$ cat config.mk
export PLATFORM = sky130hd
export DESIGN_NAME = vigenere_printable_cipher_top
export DESIGN_NICKNAME = d
export VERILOG_FILES = /design/src/rtl/vpc_pkg.sv /design/src/rtl/vigenere_printable_cipher_top.sv
export SDC_FILE = /design/constraint.sdc
export NUM_CORES = 1
export LEC_CHECK = 0
export BUFFER_PORTS_ARGS = -buffer_cell sky130_fd_sc_hd__buf_2
export CAP_MARGIN = 40
export CORE_MARGIN = 2
export CORE_UTILIZATION = 30
export DETAILED_ROUTE_END_ITERATION = 10
export GPL_ROUTABILITY_DRIVEN = 0
export PLACE_DENSITY = 0.53
export SYNTH_ARGS = -nofsm -noshare
export SYNTH_HDL_FRONTEND = slang
export SYNTH_SLANG_ARGS = --single-unit
$ cat constraint.sdc
create_clock -name clk -period 12.7 [get_ports clk]
set_clock_uncertainty 0.15 [all_clocks]
set_input_delay 3.81 -clock clk [delete_from_list [all_inputs] [get_ports clk]]
set_output_delay 3.81 -clock clk [all_outputs]
set_load 0.01 [all_outputs]
$ cat src/rtl/vpc_pkg.sv
`default_nettype none

package vpc_pkg;

  // Alphabet: printable codes 32 to 126
  localparam int unsigned FIRST_CODE  = 32;
  localparam int unsigned LAST_CODE   = 126;
  localparam int unsigned ALPHA_SIZE  = LAST_CODE + 1 - FIRST_CODE;

  // Key store
  localparam int unsigned MAX_KEY_LEN = 16;
  localparam int unsigned KEY_POS_W   = $clog2(MAX_KEY_LEN);
  localparam int unsigned KEY_LEN_W   = 5;
  localparam int unsigned CHAR_W      = 8;
  localparam int unsigned SYM_W       = 7;
  localparam int unsigned SALT_W      = 7;

  // Configuration port
  localparam int unsigned CFG_IDX_W   = 3;
  localparam int unsigned CFG_DATA_W  = 64;

  localparam logic [CFG_IDX_W-1:0] CFG_KEY_LOW  = 3'd0;
  localparam logic [CFG_IDX_W-1:0] CFG_KEY_HIGH = 3'd1;
  localparam logic [CFG_IDX_W-1:0] CFG_KEY_LEN  = 3'd2;
  localparam logic [CFG_IDX_W-1:0] CFG_SALT     = 3'd3;
  localparam logic [CFG_IDX_W-1:0] CFG_DECRYPT  = 3'd4;

  typedef struct packed {
    logic [CHAR_W-1:0] text_char;
    logic              restart;
  } vpc_in_t;

  typedef struct packed {
    logic [CHAR_W-1:0] result_char;
    logic              out_of_range;
  } vpc_out_t;

endpackage

`default_nettype wire

$ cat src/rtl/vigenere_printable_cipher_top.sv
`default_nettype none

// Channel  | Ports                          | Payload
// ---------+--------------------------------+------------------------------
// input    | in_valid, in_stall, in_data    | text_char, restart
// result   | out_valid, out_stall, out_data | result_char, out_of_range
// config   | cfg_we, cfg_index, cfg_wdata   | registers 0..4, 64-bit data
//
// One item per cycle sustained while out_stall lets the result register drain;
// an accepted item goes through the stage 1 register, then the result register.
// Stage 1 picks the key byte and folds key and salt into one shift mod 95;
// stage 2 applies the shift with a single compare-and-subtract.
// Sync active-low reset clears pipeline, key position, registers (key len 1).
// out_stall holds the result register; in_stall rises only when both stages
// are full and the result is stalled.

module vigenere_printable_cipher_top (
  input  wire                              clk,
  input  wire                              rst_n,
  input  wire                              in_valid,
  output logic                             in_stall,
  input  wire vpc_pkg::vpc_in_t            in_data,
  output logic                             out_valid,
  input  wire                              out_stall,
  output vpc_pkg::vpc_out_t                out_data,
  input  wire                              cfg_we,
  input  wire [vpc_pkg::CFG_IDX_W-1:0]     cfg_index,
  input  wire [vpc_pkg::CFG_DATA_W-1:0]    cfg_wdata
);

  localparam logic [vpc_pkg::CHAR_W-1:0] FIRST_C = vpc_pkg::CHAR_W'(vpc_pkg::FIRST_CODE);
  localparam logic [vpc_pkg::CHAR_W-1:0] LAST_C  = vpc_pkg::CHAR_W'(vpc_pkg::LAST_CODE);
  localparam logic [vpc_pkg::CHAR_W-1:0] ALPHA_C = vpc_pkg::CHAR_W'(vpc_pkg::ALPHA_SIZE);
  localparam logic [vpc_pkg::KEY_LEN_W-1:0] MAX_LEN =
    vpc_pkg::KEY_LEN_W'(vpc_pkg::MAX_KEY_LEN);

  // Configuration registers
  logic [vpc_pkg::CFG_DATA_W-1:0] key_low_r, key_high_r;
  logic [vpc_pkg::KEY_LEN_W-1:0]  key_len_r;
  logic [vpc_pkg::SALT_W-1:0]     salt_r;
  logic                           decrypt_r;

  always_ff @(posedge clk) begin
    if (!rst_n) begin
      key_low_r  <= '0;
      key_high_r <= '0;
      key_len_r  <= vpc_pkg::KEY_LEN_W'(1);
      salt_r     <= '0;
      decrypt_r  <= 1'b0;
    end else if (cfg_we) begin
      unique case (cfg_index)
        vpc_pkg::CFG_KEY_LOW:  key_low_r  <= cfg_wdata;
        vpc_pkg::CFG_KEY_HIGH: key_high_r <= cfg_wdata;
        vpc_pkg::CFG_KEY_LEN:  key_len_r  <= cfg_wdata[vpc_pkg::KEY_LEN_W-1:0];
        vpc_pkg::CFG_SALT:     salt_r     <= cfg_wdata[vpc_pkg::SALT_W-1:0];
        vpc_pkg::CFG_DECRYPT:  decrypt_r  <= cfg_wdata[0];
        default: ;
      endcase
    end
  end

  // Pipeline control
  logic s1_v_r, out_v_r;
  logic out_free, s1_free, in_acc;

  assign out_free = !out_v_r || !out_stall;
  assign s1_free  = !s1_v_r || out_free;
  assign in_stall = !s1_free;
  assign in_acc   = in_valid && s1_free;

  // Effective key length, clamped to 1..MAX_KEY_LEN
  logic [vpc_pkg::KEY_LEN_W-1:0] eff_len;
  always_comb begin
    priority if (key_len_r == '0)     eff_len = vpc_pkg::KEY_LEN_W'(1);
    else if (key_len_r > MAX_LEN)     eff_len = MAX_LEN;
    else                              eff_len = key_len_r;
  end

  // Key position for this item and the next one
  logic [vpc_pkg::KEY_POS_W-1:0] key_pos_r, key_pos_nxt, pos;
  logic [vpc_pkg::KEY_LEN_W-1:0] pos_ext, next_ext;

  always_comb begin
    pos = in_data.restart ? '0 : key_pos_r;
    if (vpc_pkg::KEY_LEN_W'(pos) >= eff_len) pos = '0;
    pos_ext  = vpc_pkg::KEY_LEN_W'(pos);
    next_ext = pos_ext + vpc_pkg::KEY_LEN_W'(1);
    if (next_ext >= eff_len) next_ext = '0;
    key_pos_nxt = next_ext[vpc_pkg::KEY_POS_W-1:0];
  end

  always_ff @(posedge clk) begin
    if (!rst_n) key_pos_r <= '0;
    else if (in_acc) key_pos_r <= key_pos_nxt;
  end

  // Key byte at the position, reduced to an alphabet offset 0..94
  logic [2*vpc_pkg::CFG_DATA_W-1:0] key_all;
  logic [vpc_pkg::CHAR_W-1:0]       key_byte, key_off8, salt8, ks8;
  logic [vpc_pkg::SYM_W-1:0]        ks;

  assign key_all  = {key_high_r, key_low_r};
  assign key_byte = key_all[{pos, 3'b000} +: vpc_pkg::CHAR_W];

  always_comb begin
    priority if (key_byte < FIRST_C)
      key_off8 = key_byte + (ALPHA_C - FIRST_C);
    else if (key_byte <= LAST_C)
      key_off8 = key_byte - FIRST_C;
    else if (key_byte <= LAST_C + ALPHA_C)
      key_off8 = key_byte - (FIRST_C + ALPHA_C);
    else
      key_off8 = key_byte - (FIRST_C + ALPHA_C + ALPHA_C);

    salt8 = vpc_pkg::CHAR_W'(salt_r);
    if (salt8 >= ALPHA_C) salt8 = salt8 - ALPHA_C;

    // combined shift mod 95
    ks8 = key_off8 + salt8;
    if (ks8 >= ALPHA_C) ks8 = ks8 - ALPHA_C;
    ks = ks8[vpc_pkg::SYM_W-1:0];
  end

  // Stage 1 register
  logic [vpc_pkg::CHAR_W-1:0] s1_char_r;
  logic                       s1_bad_r;
  logic [vpc_pkg::SYM_W-1:0]  s1_ks_r;

  always_ff @(posedge clk) begin
    if (!rst_n) s1_v_r <= 1'b0;
    else if (s1_free) s1_v_r <= in_valid;
  end

  always_ff @(posedge clk) begin
    if (in_acc) begin
      s1_char_r <= in_data.text_char;
      s1_bad_r  <= (in_data.text_char < FIRST_C) || (in_data.text_char > LAST_C);
      s1_ks_r   <= ks;
    end
  end

  // Stage 2: apply the shift
  logic [vpc_pkg::CHAR_W-1:0] sym8, t8, res_char;

  always_comb begin
    sym8 = s1_char_r - FIRST_C;
    if (decrypt_r) t8 = sym8 + ALPHA_C - vpc_pkg::CHAR_W'(s1_ks_r);
    else           t8 = sym8 + vpc_pkg::CHAR_W'(s1_ks_r);
    if (t8 >= ALPHA_C) t8 = t8 - ALPHA_C;
    res_char = s1_bad_r ? s1_char_r : t8 + FIRST_C;
  end

  // Result register
  vpc_pkg::vpc_out_t out_r;

  always_ff @(posedge clk) begin
    if (!rst_n) out_v_r <= 1'b0;
    else if (out_free) out_v_r <= s1_v_r;
  end

  always_ff @(posedge clk) begin
    if (out_free && s1_v_r) begin
      out_r.result_char  <= res_char;
      out_r.out_of_range <= s1_bad_r;
    end
  end

  assign out_valid = out_v_r;
  assign out_data  = out_r;

endmodule

`default_nettype wire
==> flow_metrics.env <==
export IMPL_clkTransAtPathRegs_ps=70
export IMPL_hold_viol=0
export IMPL_synth_most_common_cell="nand2_1"
export IMPL_core_area_sq_um=32500
export IMPL_power_density_nw_per_um2=130
export IMPL_rrSetupSlack_ps=4470
export IMPL_seq_area_frac_synth=0.374
export IMPL_cp_arrival_ps=11160
export IMPL_route_detailed_drc=0
export IMPL_clock_path_buffers=2
export IMPL_endpoint_kind="register"
export IMPL_antenna_found_initial=0
export IMPL_rows=66
export IMPL_synth_main_ff_cell="dfxtp_1"
export IMPL_cp_start_kind="primary input"
export IMPL_numCtsBuffers=17
export IMPL_synthTopCellsByArea="dfxtp_1 (30%), nand2_1 (12%), a21boi_0 (9.9%)"
export IMPL_vias=8429
export IMPL_setup_viol=0
export IMPL_nNetsFinal=1377
export IMPL_ys_types=79
export IMPL_hold_buffers=0
export IMPL_cts_root_buf="clkbuf_16"
export IMPL_grt_first_pass_wirelength_mm=45.2
export IMPL_synth_fp_nets=1319
export IMPL_status="complete, no violations"
export IMPL_slew_headroom=0.438
export IMPL_routed_top_layer="met4"
export IMPL_synth_top_area_share=0.298
export IMPL_post_cts_setup_buffers=0
export IMPL_slowest_stage="or4_1"
export IMPL_finalPower_mw=1.47
export IMPL_wl_met3_mm=1.68
export IMPL_hold_path_class="register to register"
export IMPL_cts_tree="done"
export IMPL_num_antenna_cells=0
export IMPL_post_synth_cell_area_avg_sq_um=8.33
export IMPL_finalWorstSetupSlack_ps=1590
export IMPL_layout_drive_gt1_share=0.136
export IMPL_max_stage_delay_ps=710
export IMPL_yosys_area_top_type="dfxtp_1"
export IMPL_htreeDepth=4
export IMPL_crit_type="primary input to register"
export IMPL_grt_usage=0.172
export IMPL_portBuffers=91
export IMPL_wl_per_cell_um=17.1
export IMPL_rsz0062_at_grt="no"
export IMPL_synth_edf_count=25
export IMPL_vias_per_cell=4.97
export IMPL_cts_resized=0
export IMPL_ys_top_cells_by_count="nand2_1 (317), dfxtp_1 (147), a21boi_0 (130), clkbuf_1 (54), ha_1 (51)"
export IMPL_tns_ps=0
export IMPL_first_pass_iters=5
export IMPL_fp_dieH_um=185
export IMPL_maxSlewViolCount=0
export IMPL_yosys_warnings=0
export IMPL_die_area_sq_um=34400
export IMPL_synthArstFlopShare=0
export IMPL_final_cells=1697
export IMPL_ant_nets=0
export IMPL_dr_wl_met2_mm=13.6
export IMPL_initial_core_util=0.304
export IMPL_ios=92
export IMPL_fin_crit_ps=11110
export IMPL_peakVddDrop_v=0.0000899
export IMPL_fmax_ghz=0.0900
export IMPL_drt_iter0_drc=515
export IMPL_synth_seq_cells=172
export IMPL_clock_sinks=172
export IMPL_worst_pin_slew_ps=843
export IMPL_area_delta_synth_final_pct=14.4
export IMPL_dp_cells=1665
export IMPL_drv_cap=0
export IMPL_place_detailed_hpwl_mm=21.1
export IMPL_die_w_um=185
export IMPL_cp_max_fo=16
export IMPL_syn_area_sq_um=9870
export IMPL_drt_total_wl_mm=29.1
export IMPL_p_leak_nw=4.20
export IMPL_grt_pass1_vias=8058
export IMPL_path_buf_inv=2
export IMPL_drt_met1_wl_mm=13.3
export IMPL_grt_overflow=0
export IMPL_pre_cts_slack_ps=1210
export IMPL_insertion_delay_ps=450
export IMPL_grt_max_degree=88
export IMPL_netlist_instances=1184
export IMPL_cp_data_required_time_ps=12740
export IMPL_critical_path_top_delay_family="compound AO/OA/AOI/OAI gates"
export IMPL_period_share=0.875
[layer usage]
layer  vias to the layer above  track usage
li1                       4218            -
met1                      3968        0.229
met2                       219        0.281
met3                        24       0.0352
met4                         0       0.0492
met5                         -            0
[path summary, 6_finish.rpt]
check,from,cells past startpoint,end
worst max-delay path,in_data[0],30,s1_ks_r[1]
worst min-delay path,key_low_r[37],2,key_low_r[37]
worst max register to register,key_pos_r[0],30,s1_ks_r[1]
worst min register to register,key_low_r[37],2,key_low_r[37]
[report_power, final]
part | internal (mW) | switching [mW] | leakage, nW
clock | 0.275 | 0.238 | 0.271
combinational | 0.159 | 0.195 | 2.50
sequential | 0.587 | 0.0159 | 1.43
[registers in the layout, indices dropped and copies added (netlist names)]
register	flops
key_low_r	64
out_data	9
key_high_r	64
decrypt_r	1
s1_v_r	1
s1_char_r	8
s1_bad_r	1
key_len_r	5
s1_ks_r	7
salt_r	7
key_pos_r	4
out_valid	1
[worst reg2reg max path: cells and delay by family, from the launching register on]
family                   cells  cell delay (ps)
AND/OR/NAND/NOR              9             2290
buffers and inverters        2              620
multiplexers                 1              310
AO/OA/AOI/OAI               14             3220
adder cells (fa/ha/maj)      3              970
XOR/XNOR                     1              130
flip-flops                   1              310
[kinds of logic after synthesis]
group / after synthesis / share of synthesized area
compound gates: 318 / 0.232
flops: 172 / 0.374
simple gates: 456 / 0.200
buf+inv: 104 / 0.0410
mux: 40 / 0.0473
xor+xnor: 40 / 0.0355
fa+ha+maj: 54 / 0.0708
[metrics by stage]
stage                     cell area, sq um   util  hold WS, ps
after detailed placement             10700  0.330          308
after CTS                            11300  0.348          318
final                                11300  0.348          316
after global placement               10700  0.330          301
after floorplan                       9870      -          288
after global routing                 11300  0.348          335
[layout by cell type, fill, tap and decap left out, types with 4 or more instances in the layout]
master / synthesis / layout
a211o_1: 4 / 4
a211oi_1: 8 / 8
a21boi_0: 130 / 130
a21o_1: 9 / 9
a21oi_1: 49 / 49
a22oi_1: 8 / 8
a311oi_1: 4 / 4
a31oi_1: 4 / 4
and3_1: 10 / 10
buf_2: 7 / 91
buf_4: 1 / 11
clkbuf_16: 0 / 17
dfxtp_1: 147 / 147
edfxtp_1: 25 / 25
ha_1: 51 / 51
inv_1: 37 / 37
inv_6: 0 / 5
mux2_2: 6 / 6
mux2i_1: 26 / 26
mux4_2: 4 / 4
nand2_1: 317 / 316
nand2b_1: 13 / 13
nand3_1: 12 / 12
nand4_1: 7 / 7
nor2_1: 36 / 35
nor2b_1: 28 / 27
nor3_1: 12 / 12
nor3b_1: 6 / 6
o211ai_1: 9 / 9
o21a_1: 6 / 6
o21ai_0: 25 / 25
o21ai_1: 7 / 7
o21ai_2: 5 / 5
o21bai_1: 6 / 6
o22ai_1: 9 / 9
or2_2: 4 / 4
xnor2_1: 29 / 29
xor2_1: 11 / 11
[final cells by class]
type	instances	area [sq um]
multi-input combinational	908	5780
inverter	41	155
tap	442	553
fill	3452	21200
clock buffer	19	433
sequential	172	3690
timing repair buffer	102	538
clock inverter	13	131
Note: power is estimated with default switching activity, not from simulation.
